[src/design/cbs_pkg.sv]
// Shared types and constants for the compass bearing pipeline.
`default_nettype none

package cbs_pkg;

    // Legs are normalized so that the larger one lands in [2^40, 2^41).
    localparam int LEG_W        = 41;
    localparam int NORM_STEPS   = 6;
    // CORDIC datapath: x and y stay below 2^43 in magnitude, angles in 2^-24 degree.
    localparam int XY_W         = 46;
    localparam int Z_W          = 32;
    localparam int ACC_FRAC     = 24;
    localparam int CORDIC_STEPS = 28;
    localparam int BEARING_W    = 17;

    localparam int QUARTER_DEG       = 90;
    localparam int HALF_DEG          = 180;
    localparam int THREE_QUARTER_DEG = 270;
    localparam int FULL_DEG          = 360;

    localparam logic [Z_W-1:0] RIGHT_Z = Z_W'(QUARTER_DEG) << ACC_FRAC;

    // Quadrant of the segment, named by the compass sector it covers.
    typedef enum logic [1:0] {
        QUAD_NE = 2'd0,
        QUAD_SE = 2'd1,
        QUAD_SW = 2'd2,
        QUAD_NW = 2'd3
    } cbs_quad_t;

    typedef struct packed {
        cbs_quad_t quad;
        logic      degen;
        logic      opp_zero;
        logic      adj_zero;
    } cbs_meta_t;

    typedef struct packed {
        logic [LEG_W-1:0] opp;
        logic [LEG_W-1:0] adj;
        cbs_meta_t        meta;
    } cbs_leg_t;

    typedef struct packed {
        logic signed [XY_W-1:0] x;
        logic signed [XY_W-1:0] y;
        logic signed [Z_W-1:0]  z;
        cbs_meta_t              meta;
    } cbs_rot_t;

endpackage

`default_nettype wire

[src/design/cbs_prep.sv]
// Front end: coordinate differences, quadrant selection and leg magnitudes.
`default_nettype none

module cbs_prep import cbs_pkg::*; #(
    parameter int COORD_WIDTH = 24
) (
    input  logic                          aclk,
    input  logic                          aresetn,
    input  logic                          in_valid,
    output logic                          in_ready,
    input  logic signed [COORD_WIDTH-1:0] start_x,
    input  logic signed [COORD_WIDTH-1:0] start_y,
    input  logic signed [COORD_WIDTH-1:0] end_x,
    input  logic signed [COORD_WIDTH-1:0] end_y,
    output logic                          out_valid,
    input  logic                          out_ready,
    output cbs_leg_t                      out_data
);

    localparam int DW = COORD_WIDTH + 1;

    logic                 va_reg;
    logic                 vb_reg;
    logic                 ld_a;
    logic                 ld_b;
    logic signed [DW-1:0] dx_reg;
    logic signed [DW-1:0] dy_reg;
    logic signed [DW-1:0] dx_next;
    logic signed [DW-1:0] dy_next;
    logic [DW-1:0]        dx_neg;
    logic [DW-1:0]        dy_neg;
    logic [LEG_W-1:0]     ax;
    logic [LEG_W-1:0]     ay;
    logic                 xp;
    logic                 yp;
    cbs_leg_t             leg_reg;
    cbs_leg_t             leg_next;

    assign ld_b     = ~vb_reg | out_ready;
    assign ld_a     = ~va_reg | ld_b;
    assign in_ready = ld_a;

    assign dx_next = DW'(end_x) - DW'(start_x);
    assign dy_next = DW'(end_y) - DW'(start_y);

    always_comb begin
        dx_neg = -dx_reg;
        dy_neg = -dy_reg;
        // A difference never reaches -2^COORD_WIDTH, so the magnitude fits COORD_WIDTH bits.
        ax = LEG_W'(dx_reg[DW-1] ? dx_neg[COORD_WIDTH-1:0] : dx_reg[COORD_WIDTH-1:0]);
        ay = LEG_W'(dy_reg[DW-1] ? dy_neg[COORD_WIDTH-1:0] : dy_reg[COORD_WIDTH-1:0]);
        xp = ~dx_reg[DW-1] & (dx_reg != '0);
        yp = ~dy_reg[DW-1] & (dy_reg != '0);

        // In the SE and NW quadrants the roles of the two legs swap.
        if (xp ^ yp) begin
            leg_next.opp = ay;
            leg_next.adj = ax;
        end else begin
            leg_next.opp = ax;
            leg_next.adj = ay;
        end
        leg_next.meta.quad     = cbs_quad_t'({~xp, xp ^ yp});
        leg_next.meta.degen    = (dx_reg == '0) && (dy_reg == '0);
        leg_next.meta.opp_zero = (leg_next.opp == '0);
        leg_next.meta.adj_zero = (leg_next.adj == '0);
    end

    always_ff @(posedge aclk) begin
        if (!aresetn) begin
            va_reg <= 1'b0;
            vb_reg <= 1'b0;
        end else begin
            if (ld_a) begin
                va_reg <= in_valid;
            end
            if (ld_b) begin
                vb_reg <= va_reg;
            end
        end
    end

    always_ff @(posedge aclk) begin
        if (ld_a) begin
            dx_reg <= dx_next;
            dy_reg <= dy_next;
        end
        if (ld_b) begin
            leg_reg <= leg_next;
        end
    end

    assign out_valid = vb_reg;
    assign out_data  = leg_reg;

endmodule

`default_nettype wire

[config.mk]
export PLATFORM = sky130hd
export DESIGN_NAME = cbs_prep
export DESIGN_NICKNAME = d
export VERILOG_FILES = /design/src/design/cbs_pkg.sv /design/src/design/cbs_prep.sv
export SDC_FILE = /design/constraint.sdc
export NUM_CORES = 1
export LEC_CHECK = 0
export BUFFER_PORTS_ARGS = -buffer_cell sky130_fd_sc_hd__buf_2
export CAP_MARGIN = 10
export CORE_UTILIZATION = 50
export CTS_CLUSTER_SIZE = 20
export DETAILED_ROUTE_END_ITERATION = 10
export PLACE_DENSITY = 0.75
export RECOVER_POWER = 100
export SYNTH_ARGS = -nofsm -noshare
export SYNTH_HDL_FRONTEND = slang
export SYNTH_SLANG_ARGS = --single-unit
[constraint.sdc]
create_clock -name aclk -period 8.6 [get_ports aclk]
set_clock_uncertainty 0.2 [all_clocks]
set_input_delay 1.72 -clock aclk [delete_from_list [all_inputs] [get_ports aclk]]
set_output_delay 1.72 -clock aclk [all_outputs]
set_load 0.005 [all_outputs]
Word-level counts from Yosys, hierarchy flattened
Index checks and enable logic that the tools add are counted.

word-level totals
  register bits after elaboration = 139
  input bits = 100
  output and inout bits = 89
  word-level logic and storage cells = 34

operators by class
  $add $sub $neg = 4
  mux-type cells = 3
  bitwise gates (word level) = 10
  reduce and logical (&&, ||, !) cells = 7

operator list
  cell                count
  $logic_not 41->1    2
  $mux 65             1
  $logic_not 25->1    2
  $reduce_bool 25->1  2
  $sub 24x24->25      2
  $mux 24             2
  $neg 24->24         2
  $not 1->1           5
  $and 1x1->1         2
  $or 1x1->1          2
  $logic_and 1x1->1   1
  $xor 1x1->1         1

Depth between registers and ports, before layout
  word-level depth = 5
  depth in mapped cells = 13
  gate-level depth less buffers = 11

Worst setup path after synthesis
OpenSTA, ideal clock, no wires.

  kind = in2out
  from = in out_ready
  to = out in_ready
  arrival = 2.885 ns
  required time = 6.680 ns
  path slack = 3.795 ns
  stages on the path = 2
  path buffers = 0
  cells stage by stage = nor2b_1 > nand2_1

between the ends
  cells in the longest elaborated chain, start to end = 2

RTL lines
  what         RTL line        RTL
  from (decl)  cbs_prep.sv:16  input logic out_ready,
  $or 1x1->1   cbs_prep.sv:39  assign ld_b = ~vb_reg | out_ready;
  $or 1x1->1   cbs_prep.sv:40  assign ld_a = ~va_reg | ld_b;
  to (decl)    cbs_prep.sv:10  output logic in_ready,

Every way passes these cells.

Final worst setup path
Ends and elaborated chain as after synthesis.

==> results.toml <==
[power_and_ir_drop]
leakagePower_nw = 3.973
power.density_nw_per_um2 = 224.3
max-vdd-ir-drop_uv = 123.9
p_total_mw = 2.016

[cts]
cts.path.max_buffers = 2
cts_setup_buffers = 0
cts_hold_buf = 0
clk_latency_ns = 0.34
cts_max_level = 3
numCtsBuffers = 9
cts-root-buf = "clkbuf_16"
post_cts_resized = 0
cts_tree = "done"
clk_pin_slew_ns = 0.07
clock-sinks = 105

[floorplan]
rows = 45
ios = 189
die_area_sq_um = 16290
core_sq_um = 15310
start_util_pct = 51.54
die_x_um = 127.7
die_y_um = 127.7

[place]
dpl_cell_area_sq_um = 8702
io_buffers = 154
gp_congestion = 0.8957
dp_hpwl_um = 13170

[global_route]
grt_pass1_wl_um = 26890
antenna_found_initial = 0
grt.overflow.total = 0
grt_pass1_vias = 5635
grt_use_total_pct = 20.53
grt_start_max_net_pins = 54

[timing]
min_period_ns = 6.096
fmax_mhz = 164.0
setup-violations-final = 0
fin_tns_setup_ns = 0
maxSlewHeadroom_pct = -75.72
final.period_utilization_pct = 70.89
worstMarginPinSlew_ns = 2.636
rsz0062_at_grt = "no"
finalHoldViolCount = 0
slew_viol_final = 142

[logic_synthesis]
synthMuxAreaShare_pct = 5.453
synth_cell_type_count = 63
synth_compound_area_share_pct = 14.98
synth_edf_count = 103
synth-simple-area-share_pct = 13.77
avgSynthCellArea_sq_um = 9.830
synth_top_family_by_area = "compound AO/OA/AOI/OAI gates"
ys.flop_type = "edfxtp_1"
synth_xor_area_share_pct = 9.447
ys_seq_area_share_pct = 39.69
synthCells = 803
netlist_area_sq_um = 7894
ys_ff_latch = 105
yosysWarnings = 0
synth_fa_ha_area_share_pct = 8.432
async_flop_share_pct = 0

[drt]
ant_nets = 0
via_per_inst = 5.463
route.vias.total = 6332
wl_per_cell_um = 14.46
drtIter0Drc = 437
drc = 0
drt-total-wl_um = 16760
drtPass1Iterations = 5

[critical_path]
worstPathRequired_ns = 6.68
cp.arrival_ns = 4.18
worstPathBufferInverterCount = 3
slowest_stage = "clkbuf_1"
path_delay_family = "buffers and inverters"
crit_path_cell_trace = "buf_2 > nor2b_1 > nand2_2 > clkbuf_1 > buf_2"
max_stage_delay_ns = 1.85
crit_type = "in2out"
cp_max_fo = 51
path_common_cell = "buf_2"
cp-end-kind = "output pin"
startpoint_type = "input pin"

[final_layout]
final_layout_size_suffix_gt1_share_pct = 16.46
area_delta_synth_final_pct = 13.88
design_area_sq_um = 8990
antennaDiodeCount = 0
n_fill_cell = 1392
largest_reg_flops = 53
final_nets = 1095

[status]
outcome = "finished, violations left"
violations = "capacitance limit, slew limit"

[hold_path]
hold_class = "reg2reg"

[job]
drv_cap = 3
## synthesized netlist by cell type, types with 11 or more instances
master | n | area, sq um
edfxtp_1 | 103 | 3093
inv_1 | 73 | 274.0
xor2_1 | 57 | 499.2
nor2_1 | 54 | 202.7
ha_1 | 50 | 625.6
mux2i_1 | 43 | 430.4
o21ai_0 | 39 | 195.2
a21oi_1 | 38 | 190.2
buf_4 | 35 | 262.8
nand2_1 | 34 | 127.6
xnor2_1 | 25 | 219.0
o31ai_1 | 23 | 172.7
clkbuf_1 | 19 | 71.32
or3_1 | 16 | 100.1
a21o_1 | 15 | 112.6
nand3_1 | 15 | 75.07
nor3_1 | 14 | 70.07
o21a_1 | 11 | 82.58
## cell usage in the layout, fill, tap and decap left out, types with 15 or more instances in the layout
cell	Yosys	layout
a21o_1	15	15
a21oi_1	38	38
buf_2	3	126
clkbuf_1	19	31
conb_1	1	34
edfxtp_1	103	103
ha_1	50	50
inv_1	73	74
mux2i_1	43	43
nand2_1	34	33
nand3_1	15	15
nor2_1	54	54
o21ai_0	39	39
o31ai_1	23	23
or3_1	16	16
xnor2_1	25	25
xor2_1	57	57
## worst paths after layout
check                                         start                      to  slack (ns)  cells after the start
worst max-delay path                      out_ready                in_ready        2.50                      5
worst min-delay path            va_reg$_SDFFE_PN0P_  out_valid$_SDFFE_PN0P_        0.33                      1
worst max register to register  dy_reg[0]$_DFFE_PP_   out_data[0]$_DFFE_PP_        3.20                     10
worst min register to register  va_reg$_SDFFE_PN0P_  out_valid$_SDFFE_PN0P_        0.33                      1
## through the flow
step	worst slack, ns	utilization, %	cells	hold slack (ns)
CTS	3.933	58.98	1159	0.3341
global route	2.203	58.70	1159	0.3886
detailed placement	3.746	56.82	1143	0.3063
global placement	3.790	56.82	1143	0.3174
floorplan	3.795	-	836	0.2627
finish	2.504	58.70	1159	0.3327
## area by class of cell
class                      instances  area, sq um  share of cell area, %
multi-input combinational        597         4242                  47.18
sequential                       105         3133                  34.85
timing repair buffer             156        743.2                  8.267
inverter                          74        277.8                  3.090
tap                              211        264.0                  2.937
clock buffer                      11        242.7                  2.700
clock inverter                     5        87.58                 0.9743
## logic make-up (layout without fill, tap and decap cells)
family                     after synthesis  in the layout
adders and majority gates               52             52
AOI/OAI and AO/OA                      178            178
buffers and inverters                  134            246
xor gates and xnor gates                83             83
other                                    1             34
muxes                                   43             43
DFF                                    105            105
and+or+nand+nor                        207            207
## power breakdown
| group | internal (mW) | switching (mW) | total (mW) |
|---|---|---|---|
| Combinational | 0.293 | 0.387 | 0.680 |
| Sequential | 0.781 | 0.106 | 0.887 |
| Clock | 0.266 | 0.182 | 0.449 |
| Total | 1.34 | 0.676 | 2.02 |
## metal layers
metal,up-vias,GRT usage (%),wire (um)
met5,-,0,0
met4,0,5.675,227
met3,21,2.379,1075
met2,252,33.27,7605
met1,2918,29.19,7850
li1,3141,-,-
Power figures use the tool's default switching activity.
