===== config.mk =====
export PLATFORM = sky130hd
export DESIGN_NAME = cbs_norm
export DESIGN_NICKNAME = d
export VERILOG_FILES = /design/src/design/cbs_pkg.sv /design/src/design/cbs_norm.sv
export SDC_FILE = /design/constraint.sdc
export NUM_CORES = 1
export LEC_CHECK = 0
export BUFFER_PORTS_ARGS = -buffer_cell sky130_fd_sc_hd__clkbuf_2
export CAP_MARGIN = 20
export CELL_PAD_IN_SITES_DETAIL_PLACEMENT = 0
export CELL_PAD_IN_SITES_GLOBAL_PLACEMENT = 1
export CORE_UTILIZATION = 42
export CTS_BUF_LIST = sky130_fd_sc_hd__clkbuf_16
export DETAILED_ROUTE_END_ITERATION = 10
export PLACE_DENSITY_LB_ADDON = 0.1
export SKIP_CTS_REPAIR_TIMING = 1
export SLEW_MARGIN = 20
export SYNTH_ARGS = -nofsm -noshare
export SYNTH_HDL_FRONTEND = slang
export SYNTH_SLANG_ARGS = --single-unit
export TNS_END_PERCENT = 1

===== constraint.sdc =====
create_clock -name aclk -period 9.2 [get_ports aclk]
set_input_delay 0.92 -clock aclk [delete_from_list [all_inputs] [get_ports aclk]]
set_output_delay 0.92 -clock aclk [all_outputs]
set_load 0.03 [all_outputs]

===== src/design/cbs_pkg.sv =====
// Shared types and constants for the compass bearing pipeline.
`default_nettype none

package cbs_pkg;

    // Legs are normalized so that the larger one lands in [2^40, 2^41).
    localparam int LEG_W        = 41;
    localparam int NORM_STEPS   = 6;
    // CORDIC datapath: x and y stay below 2^43 in magnitude, angles in 2^-24 degree.
    localparam int XY_W         = 46;
    localparam int Z_W          = 32;
    localparam int ACC_FRAC     = 24;
    localparam int CORDIC_STEPS = 28;
    localparam int BEARING_W    = 17;

    localparam int QUARTER_DEG       = 90;
    localparam int HALF_DEG          = 180;
    localparam int THREE_QUARTER_DEG = 270;
    localparam int FULL_DEG          = 360;

    localparam logic [Z_W-1:0] RIGHT_Z = Z_W'(QUARTER_DEG) << ACC_FRAC;

    // Quadrant of the segment, named by the compass sector it covers.
    typedef enum logic [1:0] {
        QUAD_NE = 2'd0,
        QUAD_SE = 2'd1,
        QUAD_SW = 2'd2,
        QUAD_NW = 2'd3
    } cbs_quad_t;

    typedef struct packed {
        cbs_quad_t quad;
        logic      degen;
        logic      opp_zero;
        logic      adj_zero;
    } cbs_meta_t;

    typedef struct packed {
        logic [LEG_W-1:0] opp;
        logic [LEG_W-1:0] adj;
        cbs_meta_t        meta;
    } cbs_leg_t;

    typedef struct packed {
        logic signed [XY_W-1:0] x;
        logic signed [XY_W-1:0] y;
        logic signed [Z_W-1:0]  z;
        cbs_meta_t              meta;
    } cbs_rot_t;

endpackage

`default_nettype wire


===== src/design/cbs_norm.sv =====
// Staged normalizer: shifts both legs left until the larger one reaches 2^40.
`default_nettype none

module cbs_norm import cbs_pkg::*; (
    input  logic     aclk,
    input  logic     aresetn,
    input  logic     in_valid,
    output logic     in_ready,
    input  cbs_leg_t in_data,
    output logic     out_valid,
    input  logic     out_ready,
    output cbs_leg_t out_data
);

    // One power-of-two shift is decided per stage, from the largest down.
    function automatic cbs_leg_t norm_step(input cbs_leg_t a, input int sh);
        cbs_leg_t r;
        r = a;
        if (((a.opp | a.adj) >> (LEG_W - sh)) == '0) begin
            r.opp = a.opp << sh;
            r.adj = a.adj << sh;
        end
        return r;
    endfunction

    logic [NORM_STEPS-1:0] vld_reg;
    logic [NORM_STEPS-1:0] vld_in;
    wire  [NORM_STEPS:0]   ld;
    cbs_leg_t              stg_reg [NORM_STEPS];
    wire cbs_leg_t         stg_in [NORM_STEPS];
    wire cbs_leg_t         stg_next [NORM_STEPS];

    assign ld[NORM_STEPS] = out_ready;

    genvar i;
    generate
        for (i = 0; i < NORM_STEPS; i++) begin : g_stage
            localparam int SH = 1 << (NORM_STEPS - 1 - i);
            assign ld[i] = ~vld_reg[i] | ld[i+1];
            if (i == 0) begin : g_first
                assign stg_in[i] = in_data;
                assign vld_in[i] = in_valid;
            end else begin : g_rest
                assign stg_in[i] = stg_reg[i-1];
                assign vld_in[i] = vld_reg[i-1];
            end
            assign stg_next[i] = norm_step(stg_in[i], SH);
        end
    endgenerate

    always_ff @(posedge aclk) begin
        if (!aresetn) begin
            vld_reg <= '0;
        end else begin
            for (int k = 0; k < NORM_STEPS; k++) begin
                if (ld[k]) begin
                    vld_reg[k] <= vld_in[k];
                end
            end
        end
    end

    always_ff @(posedge aclk) begin
        for (int k = 0; k < NORM_STEPS; k++) begin
            if (ld[k]) begin
                stg_reg[k] <= stg_next[k];
            end
        end
    end

    assign in_ready  = ld[0];
    assign out_valid = vld_reg[NORM_STEPS-1];
    assign out_data  = stg_reg[NORM_STEPS-1];

endmodule

`default_nettype wire


# Word-level counts from Yosys, hierarchy flattened
# Memories as Yosys holds them, arrays and structs flattened.
# Cells that the tools add are included.
[word_totals]
regBits = 6
ramBits = 522
out_inout_bits = 89
word_cells = 49
memories = 1
[classes]
n_mux = 18
bitwise_logic = 18
reduce_logical = 6
[mem_list]
columns = ["memory", "words", "word_bits", "rd", "rd_clocked_by_memory_dff", "write_ports", "line", "text"]
rows = [
  ["stg_reg", 6, 87, 6, 0, 6, "cbs_norm.sv:29", "cbs_leg_t stg_reg [NORM_STEPS];"],
]
[ops]
columns = ["operator", "n"]
rows = [
  ["82-bit 2-to-1 mux", 6],
  ["41-bit logical NOT", 6],
  ["41-bit bitwise OR", 6],
  ["1-bit 2-to-1 mux", 12],
  ["1-bit NOT", 6],
  ["1-bit bitwise OR", 6],
]

# Depth between registers and ports, before layout
[depth]
depth_word = 9
mapped_depth = 6
ltp_nobuf = 4

# Least setup slack after synthesis
# No wires, ideal clock.
[synth_timing]
kind = "input to register"
from = "in out_ready"
to = "mem stg_reg[0][0] (netlist bit), enable pin"
arrival_time_ns = 3.600
t_required_ns = 8.048
setup_slack_ns = 4.448
stages = 3
n_path_buf = 0
path_cell_list = "and3b_1 and3_1 nand3_1"
[synth_lines]
columns = ["element", "line", "text"]
rows = [
  ["start: declaration", "cbs_norm.sv:11", "input logic out_ready,"],
  ["end: declaration", "cbs_norm.sv:29", ""],
]

# Final worst setup path
[layout_timing]
from = "in out_ready"
to = "out in_ready"
[layout_between]
elab_chain_cells = 6
[layout_lines]
columns = ["element", "line", "text"]
rows = [
  ["1-bit bitwise OR (6 in series)", "cbs_norm.sv:39", "assign ld[i] = ~vld_reg[i] | ld[i+1];"],
  ["end: declaration", "cbs_norm.sv:8", "output logic in_ready,"],
]
# Every way passes these cells.

==> run summary <==
The hold violation count in the final report is 0. The first global-routing pass estimated 62.88 mm of wire. The tools report the initial standard-cell utilization of the core as 42.72%. Detailed-route vias per instance: 4.749. The antenna diode count was 0; the worst-case clock buffer depth was 3. The library cell used most frequently in the layout, excluding fill and tap cells, is sky130_fd_sc_hd__edfxtp_1.

The library cell used as clock root buffer was sky130_fd_sc_hd__clkbuf_16. For the utilization after layout, the log shows 49.24%. The number of flip-flops in the largest register is 522, and the number of design rule violations left after detail routing is 0. Between clock sinks in the finished design, the worst skew comes to 0.01048 ns. Internal power consumption: 4.193 mW.

The path type of the worst min-delay path was reg2reg. In this run the vertical extent of the chip is 225.4 um. The run gives 20950 um^2 as the mapped cell area. The cell with the largest stage delay on the worst path was sky130_fd_sc_hd__nand3_4. Number of placement rows: 81. The total count of max-transition violations in the final report is 0, and the largest fanout on the critical path is 35. Net switching is 20.95% of the power.

In this run the count of I/O pins placed on the die edge is 180. Summing all placed instances gives a cell area of 22390 um^2. The power share of the combinational group was 5.3%; the overall track demand over capacity in global routing was 16.26%.

Across the run, the number of max-cap violations was 0. The run finished with clean final reports. The horizontal extent of the die was 225.4 um; the via count of the first global-routing pass was 10870. The H-tree was split into 2 levels. The signal on the critical path passes through clkbuf_2, and3b_1, and3_1, nand3_4, clkbuf_2.

The clock network accounts for 40.5% of the total power. TritonCTS built the clock tree. The sequential share of the synthesized area is 75.39%, and the longest individual stage delay on the worst path is 0.45 ns. The post-layout net count was 1610; the die footprint was 50780 um^2. The tools report the placer congestion estimate as 0.8767. The HPWL after detailed placement is 28.25 mm.

After clock tree synthesis, the clock-pin slew on the worst setup and hold paths is 0.06 ns. Detailed routing inserted a total of 10570 vias. The ratio of cells with drive above 1 in the final layout was 28.68%; the post-detailed-route wirelength per cell was 18.28 um. Counting stages on the worst path, the most repeated cell is sky130_fd_sc_hd__clkbuf_2. Among cell families on the critical path, the largest total delay comes from simple AND/OR/NAND/NOR gates. The logs give 0 for the number of antenna violations at the first check in global routing and 0 for the total of warnings raised by yosys. From synthesis to final layout, the design area changed by 15.28%.

The run gives 0.59 ns as the clock insertion delay at the later pin of the skew report. The total global routing overflow is 0, and the routed wire length is 40.69 mm. The worst path uses 38.04% of the clock period.

The worst-case IR drop observed on VDD is 0.0001497 V. The clock net sink count came out at 528. Net count after synthesis: 1466.

The transition time of the tightest slew-check pin was 1.067 ns. For the design area, the log shows 24150 um^2. Summed over all failing endpoints, the final setup total negative slack is 0 ns.

For the number of nets with antenna violations after routing, the log shows 0. By startpoint and endpoint, the worst setup path is classified as in2out. Counting I/O delays and the setup requirement, the final critical path takes 3.500 ns. By area the synthesized netlist is led by sky130_fd_sc_hd__edfxtp_1 75%, sky130_fd_sc_hd__mux2_2 9.1%, sky130_fd_sc_hd__nand2_1 6.3%, sky130_fd_sc_hd__a21o_1 2.8%, sky130_fd_sc_hd__nor2b_1 1.6%. The number of synthesized register bits is 528. Setup repair after global routing left no endpoint under its margin. Counting both buffers and inverters, the worst setup path holds a total of 2. In this run the power density over the cells is 219.6 nW/um^2. Summed over its instances, the top area cell type makes up 74.81% of the synthesized netlist area. The run gives 9.799 nW as the static power due to leakage. Average instance area after synthesis: 15.24 um^2.

The synthesized design spends more area on one cell type than any other, namely sky130_fd_sc_hd__edfxtp_1. The largest net degree at the start of global routing was 88. For this run, the top clock speed supported by timing is 285.7 MHz.

The first detailed-routing pass took 4 iterations. In this run the tool buffered the top-level ports with 179 buffer cells. The number of setup violations in the final report came out at 0.

In the layout the commonest cells are 522 x sky130_fd_sc_hd__edfxtp_1, 349 x sky130_fd_sc_hd__nand2_1, 179 x sky130_fd_sc_hd__clkbuf_2, 169 x sky130_fd_sc_hd__mux2_2, 79 x sky130_fd_sc_hd__a21o_1. The run gives 27 as the distinct cell type count of the synthesized netlist. Data on the critical path arrives at its endpoint at 2.58 ns.

For the number of design-rule violations left by the first detailed-router iteration, the log shows 497. STA classifies the critical path startpoint as an input port. The total area inside the core boundary comes to 49050 um^2.

The worst setup path is captured at an output pin. For the worst setup path, the data required time is 8.28 ns. The run gives 28.89% as the relative max-transition margin.

For the instance count of the mapped netlist, the log shows 1375. Across all hold checks on the routed design, the worst slack comes to 0.4147 ns. Sequential cells account for 54.2% of the total power. In this run the power spent charging and discharging nets is 1.111 mW. Clock tree synthesis inserted a total of 54 buffers.
[layer usage]
layer | part of all wire, % | vias up | track usage, % | routed length, um
met4 | 2.7 | 0 | 6.166 | 1100
li1 | - | 5241 | - | -
met5 | 0 | - | 0 | 0
met3 | 4.2 | 63 | 2.673 | 1725
met2 | 42 | 251 | 23.21 | 16890
met1 | 52 | 5017 | 24.78 | 20970
[kinds of logic (layout without fill, tap and decap cells)]
family                 after synthesis  after routing  share of synthesized area [%]
AO/OA/AOI/OAI                       87             87                          3.069
multiplexers                       169            169                          9.083
buffers and inverters              110            297                          2.198
AND/OR/NAND/NOR                    481            481                          10.27
flip-flops                         528            528                          75.39
[cell type report]
cell class / instances / area (um^2)
fillers: 4293 / 24900
flip-flops and latches: 528 / 15800
multi-input cells: 737 / 4750
clock buffers: 57 / 1426
repair buffers: 192 / 993.5
well taps: 664 / 830.8
clock inverters: 42 / 332.8
inverters: 6 / 25.02
[synthesized netlist by cell type]
master                     number
sky130_fd_sc_hd__buf_4          2
sky130_fd_sc_hd__nor2b_1       54
sky130_fd_sc_hd__mux2_2       169
sky130_fd_sc_hd__buf_2         20
sky130_fd_sc_hd__o21ai_0        2
sky130_fd_sc_hd__a21oi_1        2
sky130_fd_sc_hd__nor4_1        31
sky130_fd_sc_hd__buf_6          2
sky130_fd_sc_hd__nand4_1        7
sky130_fd_sc_hd__nand2_1      352
sky130_fd_sc_hd__and2_1        25
sky130_fd_sc_hd__buf_1          5
sky130_fd_sc_hd__nor2_2         1
sky130_fd_sc_hd__o21a_1         3
sky130_fd_sc_hd__nor4_4         1
sky130_fd_sc_hd__and3b_1        1
sky130_fd_sc_hd__and3_1         1
sky130_fd_sc_hd__a21o_1        79
sky130_fd_sc_hd__and2b_1        5
sky130_fd_sc_hd__dfxtp_1        6
sky130_fd_sc_hd__clkbuf_1      75
sky130_fd_sc_hd__a21boi_0       1
sky130_fd_sc_hd__and4_1         1
sky130_fd_sc_hd__inv_1          6
sky130_fd_sc_hd__edfxtp_1     522
sky130_fd_sc_hd__nor2_1         1
sky130_fd_sc_hd__nand3_1        1
[power groups by stage]
stage	registers (mW)	logic, mW	clock network (mW)
after floorplan	2.97	0.120	0
after global placement	2.92	0.285	0
after detailed placement	2.93	0.283	0
after CTS	2.88	0.286	2.21
after global routing	2.89	0.305	2.30
final	2.87	0.283	2.15
[path summary, 6_finish.rpt]
path                                 start                  endpoint  slack, ns  cells after the start
setup / recovery                 out_ready                  in_ready       5.70                      5
hold reg to reg    stg_reg[0][4]$_DFFE_PP_   stg_reg[1][4]$_DFFE_PP_       0.41                      0
setup reg to reg  stg_reg[0][42]$_DFFE_PP_  stg_reg[1][23]$_DFFE_PP_       6.33                      5
hold / removal     stg_reg[0][4]$_DFFE_PP_   stg_reg[1][4]$_DFFE_PP_       0.41                      0
[through the flow]
stage	std cells	setup slack (ns)	power (mW)
2_1_floorplan	1375	4.448	3.086
3_3_place_gp	2127	5.672	3.209
3_5_place_dp	2127	5.636	3.209
4_1_cts	2226	5.637	5.372
5_1_grt	2226	5.560	5.492
6_report	2226	5.700	5.304
[worst register-to-register path: cells and delay by family, from the launching register on]
kind / cells / cell delay, ns
simple gates: 3 / 1.21
buf+inv: 1 / 0.61
mux: 1 / 0.42
flops: 1 / 0.39
Power figures use the tool's default switching activity.
