**src/design/cbs_pkg.sv**
```systemverilog
// Shared types and constants for the compass bearing pipeline.
`default_nettype none

package cbs_pkg;

    // Legs are normalized so that the larger one lands in [2^40, 2^41).
    localparam int LEG_W        = 41;
    localparam int NORM_STEPS   = 6;
    // CORDIC datapath: x and y stay below 2^43 in magnitude, angles in 2^-24 degree.
    localparam int XY_W         = 46;
    localparam int Z_W          = 32;
    localparam int ACC_FRAC     = 24;
    localparam int CORDIC_STEPS = 28;
    localparam int BEARING_W    = 17;

    localparam int QUARTER_DEG       = 90;
    localparam int HALF_DEG          = 180;
    localparam int THREE_QUARTER_DEG = 270;
    localparam int FULL_DEG          = 360;

    localparam logic [Z_W-1:0] RIGHT_Z = Z_W'(QUARTER_DEG) << ACC_FRAC;

    // Quadrant of the segment, named by the compass sector it covers.
    typedef enum logic [1:0] {
        QUAD_NE = 2'd0,
        QUAD_SE = 2'd1,
        QUAD_SW = 2'd2,
        QUAD_NW = 2'd3
    } cbs_quad_t;

    typedef struct packed {
        cbs_quad_t quad;
        logic      degen;
        logic      opp_zero;
        logic      adj_zero;
    } cbs_meta_t;

    typedef struct packed {
        logic [LEG_W-1:0] opp;
        logic [LEG_W-1:0] adj;
        cbs_meta_t        meta;
    } cbs_leg_t;

    typedef struct packed {
        logic signed [XY_W-1:0] x;
        logic signed [XY_W-1:0] y;
        logic signed [Z_W-1:0]  z;
        cbs_meta_t              meta;
    } cbs_rot_t;

endpackage

`default_nettype wire

```
**src/design/cbs_final.sv**
```systemverilog
// Back end: clamp and round the angle, add the quadrant base, wrap the circle.
`default_nettype none

module cbs_final import cbs_pkg::*; #(
    parameter int ANGLE_FRAC_BITS = 8
) (
    input  logic                 aclk,
    input  logic                 aresetn,
    input  logic                 in_valid,
    output logic                 in_ready,
    input  cbs_rot_t             in_data,
    output logic                 out_valid,
    input  logic                 out_ready,
    output logic [BEARING_W-1:0] bearing,
    output logic                 degenerate
);

    localparam int DROP   = ACC_FRAC - ANGLE_FRAC_BITS;
    localparam int Q_W    = 7 + ANGLE_FRAC_BITS;
    localparam int FULL_W = 9 + ANGLE_FRAC_BITS;

    localparam logic [Z_W-1:0]    HALF_LSB = Z_W'(1) << (DROP - 1);
    localparam logic [FULL_W-1:0] BASE_SE  = FULL_W'(QUARTER_DEG) << ANGLE_FRAC_BITS;
    localparam logic [FULL_W-1:0] BASE_SW  = FULL_W'(HALF_DEG) << ANGLE_FRAC_BITS;
    localparam logic [FULL_W-1:0] BASE_NW  = FULL_W'(THREE_QUARTER_DEG) << ANGLE_FRAC_BITS;
    localparam logic [FULL_W-1:0] CIRCLE   = FULL_W'(FULL_DEG) << ANGLE_FRAC_BITS;

    logic                 va_reg;
    logic                 vb_reg;
    logic                 ld_a;
    logic                 ld_b;
    logic [Z_W-1:0]       z_clamp;
    logic [Z_W-1:0]       z_round;
    logic [Q_W-1:0]       q_reg;
    logic [Q_W-1:0]       q_next;
    cbs_meta_t            meta_reg;
    logic [FULL_W-1:0]    base;
    logic [FULL_W-1:0]    sum;
    logic [FULL_W-1:0]    wrapped;
    logic [BEARING_W-1:0] bearing_reg;
    logic [BEARING_W-1:0] bearing_next;
    logic                 degen_reg;

    assign ld_b     = ~vb_reg | out_ready;
    assign ld_a     = ~va_reg | ld_b;
    assign in_ready = ld_a;

    // A leg on an axis bypasses the CORDIC result entirely.
    always_comb begin
        if (in_data.meta.opp_zero) begin
            z_clamp = '0;
        end else if (in_data.meta.adj_zero) begin
            z_clamp = RIGHT_Z;
        end else if (in_data.z[Z_W-1]) begin
            z_clamp = '0;
        end else if (Z_W'(in_data.z) > RIGHT_Z) begin
            z_clamp = RIGHT_Z;
        end else begin
            z_clamp = Z_W'(in_data.z);
        end
        z_round = z_clamp + HALF_LSB;
        q_next  = z_round[DROP +: Q_W];
    end

    always_comb begin
        unique case (meta_reg.quad)
            QUAD_NE: base = '0;
            QUAD_SE: base = BASE_SE;
            QUAD_SW: base = BASE_SW;
            QUAD_NW: base = BASE_NW;
            default: base = '0;
        endcase
        sum = base + FULL_W'(q_reg);
        // Straight up, or within half a step of it from the NW side, folds to zero.
        if (sum >= CIRCLE) begin
            wrapped = sum - CIRCLE;
        end else begin
            wrapped = sum;
        end
        if (meta_reg.degen) begin
            bearing_next = '0;
        end else begin
            bearing_next = BEARING_W'(wrapped);
        end
    end

    always_ff @(posedge aclk) begin
        if (!aresetn) begin
            va_reg <= 1'b0;
            vb_reg <= 1'b0;
        end else begin
            if (ld_a) begin
                va_reg <= in_valid;
            end
            if (ld_b) begin
                vb_reg <= va_reg;
            end
        end
    end

    always_ff @(posedge aclk) begin
        if (ld_a) begin
            q_reg    <= q_next;
            meta_reg <= in_data.meta;
        end
        if (ld_b) begin
            bearing_reg <= bearing_next;
            degen_reg   <= meta_reg.degen;
        end
    end

    assign out_valid  = vb_reg;
    assign bearing    = bearing_reg;
    assign degenerate = degen_reg;

endmodule

`default_nettype wire

```
**config.mk**
```make
export PLATFORM = sky130hd
export DESIGN_NAME = cbs_final
export DESIGN_NICKNAME = d
export VERILOG_FILES = /design/src/design/cbs_pkg.sv /design/src/design/cbs_final.sv
export SDC_FILE = /design/constraint.sdc
export NUM_CORES = 1
export LEC_CHECK = 0
export BUFFER_PORTS_ARGS = -buffer_cell sky130_fd_sc_hd__buf_4
export CORE_MARGIN = 8
export CORE_UTILIZATION = 40
export CTS_CLUSTER_DIAMETER = 50
export CTS_CLUSTER_SIZE = 8
export DETAILED_ROUTE_END_ITERATION = 10
export PLACE_DENSITY = 0.81
export SYNTH_ARGS = -nofsm -noshare
export SYNTH_HDL_FRONTEND = slang
export SYNTH_SLANG_ARGS = --single-unit
```
**constraint.sdc**
```tcl
create_clock -name aclk -period 5.24 [get_ports aclk]
set_clock_uncertainty 0.05 [all_clocks]
set_input_delay 0 -clock aclk [delete_from_list [all_inputs] [get_ports aclk]]
set_output_delay 0 -clock aclk [all_outputs]
set_load 0.02 [all_outputs]
```
Yosys cells after proc, flatten, opt, wreduce, memory -nomap -nowiden --
Index checks and enable logic that the tools add are counted.
Operators by class: equal/unequal tests 3, multiplexer cells 6, reductions and logical operators 1, add/subtract/negate cells 3, order comparisons 2, bitwise logic cells 4
Operator list (count):
- 2-to-1 mux 31 bit | 4
- one-hot mux 17 bit (4 select lines) | 1
- greater-than comparator 32 x 31 -> 1 bit (second input constant) | 1
- adder 31 x 16 -> 31 bit (second input constant) | 1
- adder 17 x 15 -> 17 bit | 1
- >= comparator 17 bit (second input constant) | 1
- 2-to-1 mux 17 bit | 1
- subtractor 17 bit (second input constant) | 1
- equality test 2 bit (second input constant) | 2
- equality test 2 x 1 -> 1 bit (second input constant) | 1
- zero test 2 bit | 1
- inverter 1 bit | 2
- OR 1 bit | 2
Word-level totals: register bits 38, output and inout port bits 20, input bits 133

Longest topological paths before layout --
word-level depth 6, gate-level depth with buffers 13, depth with buffers taken out 13

Worst setup path before layout --
No wires, ideal clock.
kind flip-flop to flip-flop, from register meta_reg[4] in the netlist's numbering, to register bearing_reg[14] (netlist: bearing[14]) (data pin), required time 5.059 ns, stages on the path, launching flop included 14, setup time 0.131 ns, data arrival time 3.051 ns, path slack 2.008 ns, path through edfxtp_1 > inv_1 > ha_1 > o21a_1 > inv_1 > fa_1 > xnor2_1 > xor2_1 > ha_1 > o41a_1 > nor4_4 > o22ai_2 > or4b_1 > nand2_1
On the way: word-level cells in the longest chain between the ends 5
RTL lines:
- from (decl) | RTL line cbs_final.sv:36 | cbs_meta_t meta_reg;
- from (signal assigned) | RTL line cbs_final.sv:104 | meta_reg <= in_data.meta;
- equality test 2 bit, or another cell as far along | RTL line cbs_final.sv:66 | unique case (meta_reg.quad)
- one-hot mux 17 bit (4 select lines) (*) | RTL line cbs_final.sv:66
- adder 17 x 15 -> 17 bit (*) | RTL line cbs_final.sv:73 | sum = base + FULL_W'(q_reg);
- subtractor 17 bit or >= comparator 17 bit (tied branches) | RTL line cbs_final.sv:76, cbs_final.sv:75
- 2-to-1 mux 17 bit (*) | RTL line cbs_final.sv:75 | if (sum >= CIRCLE) begin
- to (signal assigned) | RTL line cbs_final.sv:107 | bearing_reg <= bearing_next;
- to (decl) | RTL line cbs_final.sv:40 | logic [BEARING_W-1:0] bearing_reg;
Mark *: on every way between the ends. The rest lies on a longest branch, timed or not. The select of a mux whose other input is x is not followed. A chain may end at the register's enable or synchronous reset.

Final worst setup path --
from register meta_reg[4] in the netlist's numbering, to register bearing_reg[12] (netlist: bearing[12]) (data pin)
The elaborated chain is that of the path after synthesis.

==> run summary <==
status -> completed
Fin Setup TNS -> 0 ps
Die H -> 92.3 um
routed vias/inst -> 5.19
dpl hpwl -> 3.88 mm
Synth top area share -> 46.4%
Netlist Area Pre-Place -> 0.00233 sq mm
die area -> 0.00853 sq mm
leak pwr -> 1.28 nW
CP startpoint -> meta_reg[4]
Max Fclk -> 276 MHz
Slowest cell on crit path -> edfxtp_1
number of diodes -> 0
drc violations -> 0
sequential fraction of the synthesis area -> 48.1%
Design Area, Final -> 0.00310 sq mm
Longest Clk Path Bufs -> 2
pin slew with the least headroom to its limit -> 786 ps
Root Buffer -> clkbuf_8
fillcell total -> 546
count of unique library cells instantiated by Yosys -> 52
final worst path period share -> 69.2%
Area contributors post-synth -> edfxtp_1 (46%), ha_1 (4.8%), nor2b_1 (3.8%)
Max Fanout on Critical Path -> 7
First-pass DRT Iterations -> 4
Final Non-Filler Cells -> 371
clk slew on worst S/H paths -> 80 ps
post-CTS setup buffers -> 0
Synth Register Bits -> 38
final core area utilization -> 53.6%
Peak VDD IR -> 145 uV
number of nets in the layout -> 438
largest net degree at the start of global routing -> 20
data required time of the worst path -> 5340 ps
number of cells after detailed placement -> 354
via count -> 1924
Remaining Overflow, GRT -> 0
Clock Latency Late Sink -> 290 ps
Post-Synth Adder-Cell Area -> 5.69%
Critical Path, Cell by Cell -> inv_1 -> ha_1 -> o21a_1 -> inv_1 -> fa_1 -> xnor2_1 -> xor2_1 -> ha_1 -> o41a_1 -> nor4_4 -> o22ai_2 -> mux2_2 -> nor2_1
Sequential Area -> 0.00112 sq mm
I/O pin count -> 153
max reg flops -> 17
drt wl/cell -> 12.9 um
CP Launch Type -> flip-flop
crit end category -> flip-flop
vias in the first global route -> 1958
post-synthesis mux area share -> 1.34%
Yosys warnings -> 0
power per cell area -> 273 mW/mm^2
Setup CP Type -> flip-flop to flip-flop
post-synth top area cell -> edfxtp_1
post-synthesis cell count -> 220
multi-input logic area -> 0.00116 sq mm
max-cap viol count -> 0
synthesis-to-finish area growth -> 33.0%
Post-synth ARST share -> 0%
row count -> 28
Synth Area in XOR/XNOR -> 5.26%
hold_sp -> in_data[28]
average size of a mapped cell -> 10.6 sq um
Max-slew headroom -> 47.5%
Worst path max stage delay -> 450 ps
Post-Synth Simple-Gate Area -> 23.6%
CORE AREA -> 0.00578 sq mm
layout cells sized above 1 -> 26.0%
Top FF cell, synth -> edfxtp_1
Starting Density -> 40.3%
Max Slew Vio Count -> 0
number of routed nets with antenna violations -> 0
worst reg2reg path startpoint -> meta_reg[4]
Fin. Hold Viols -> 0
Routed Wire Length -> 4.77 mm
Period minus WS final -> 3620 ps
CTS tree -> done
Inserted Clock Buffers -> 5
cts repair resizes -> 0
H-tree depth -> 2
Worst EP arrival -> 3720 ps
CTS Hold Bufs -> 9
routability cong. -> 0.862
number of synthesized flops with an enable pin -> 36
Die W -> 92.3 um
Buffers on Ports -> 60
Sinks on Clock Net -> 38
antenna violations before repair -> 0
placed inst area -> 0.00287 sq mm
HP Class -> input port to flip-flop
net count after synthesis -> 363
Synth Area in Compound Gates -> 14.0%
Hold WS -> 18.6 ps
Total GRT Usage -> 11.8%
main combinational cell family by area after synthesis -> simple AND/OR/NAND/NOR gates
RSZ-0062 raised after global routing -> false
Final Setup Violations -> 0
Initial DRC Count -> 78
first-pass GRT wire length -> 8.42 mm
report_power, final:
part           switching, W  internal, W
combinational     0.0000993    0.0000885
sequential        0.0000102     0.000357
clock              0.000101     0.000191
synth_stat cells (2+ instances only):
| master | number |
|---|---|
| and2_1 | 5 |
| ha_1 | 9 |
| a31oi_1 | 3 |
| inv_1 | 12 |
| xor2_1 | 7 |
| nor2_1 | 23 |
| a21oi_1 | 10 |
| mux2i_1 | 2 |
| nand2_1 | 10 |
| nor4_1 | 7 |
| nor2b_1 | 14 |
| edfxtp_1 | 36 |
| o211a_1 | 2 |
| o21ai_0 | 9 |
| nand3_1 | 11 |
| dfxtp_1 | 2 |
| a211oi_1 | 2 |
| or2b_1 | 2 |
| nor3_1 | 7 |
| and3_1 | 4 |
| xnor2_1 | 7 |
| nor4b_1 | 2 |
| o21a_1 | 5 |
cells by family (layout without fill, tap and decap cells):
family / count (synthesis) / count (layout)
compound gates: 45 / 45
xor+xnor: 14 / 14
fa+ha+maj: 10 / 10
buf+inv: 13 / 89
flops: 38 / 38
mux: 3 / 3
simple gates: 97 / 97
path summary, 6_finish.rpt:
check,to,slack [ps],cells past startpoint
min,q_reg[7],20,3
min reg2reg,va_reg,500,2
max reg2reg,bearing[12],1620,13
max,bearing[12],1620,13
cells in the final DEF (no fill, tap or decap), types with 3 or more instances in the layout:
cell type      count
xnor2_1            7
and3_1             4
and2_1             5
edfxtp_1          36
o21a_1             5
a21oi_1           10
inv_1             12
nor4_1             7
xor2_1             7
nor2_1            23
a31oi_1            3
o21ai_0            9
nor2b_1           14
clkbuf_8           5
buf_4             60
dlygate4sd3_1      9
nand3_1           11
ha_1               9
nand2_1           10
nor3_1             7
final cells by class:
class / instances / share of cell area (%)
inverters: 12 / 1.45
well taps: 75 / 3.03
flip-flops and latches: 38 / 36.2
multi-input cells: 169 / 37.5
repair buffers: 69 / 17.4
clock inverters: 3 / 2.22
clock buffers: 5 / 2.22
worst max-delay path, delay by kind of cell (launching register included):
family | cells | cell delay (ps)
AOI/OAI and AO/OA | 3 | 690
buffers and inverters | 2 | 200
DFF | 1 | 450
muxes | 1 | 380
and+or+nand+nor | 2 | 140
adders and majority gates | 3 | 990
xor gates and xnor gates | 2 | 580
per-layer routing:
metal  share of wire [%]  vias up  global-route usage [%]
li1                    -      979                       -
met1                  42      867                    13.0
met2                  47       71                    20.1
met3                 9.0        7                    3.96
met4                 1.9        0                    5.91
met5                   0        -                       0
per-stage QoR:
step / power (W) / setup WS, ps
2_1_floorplan: 0.000485 / 2010
3_3_place_gp: 0.000553 / 1660
3_5_place_dp: 0.000557 / 1600
4_1_cts: 0.000857 / 1580
5_1_grt: 0.000888 / 1300
6_report: 0.000846 / 1620
(Power assumes the default switching activity.)
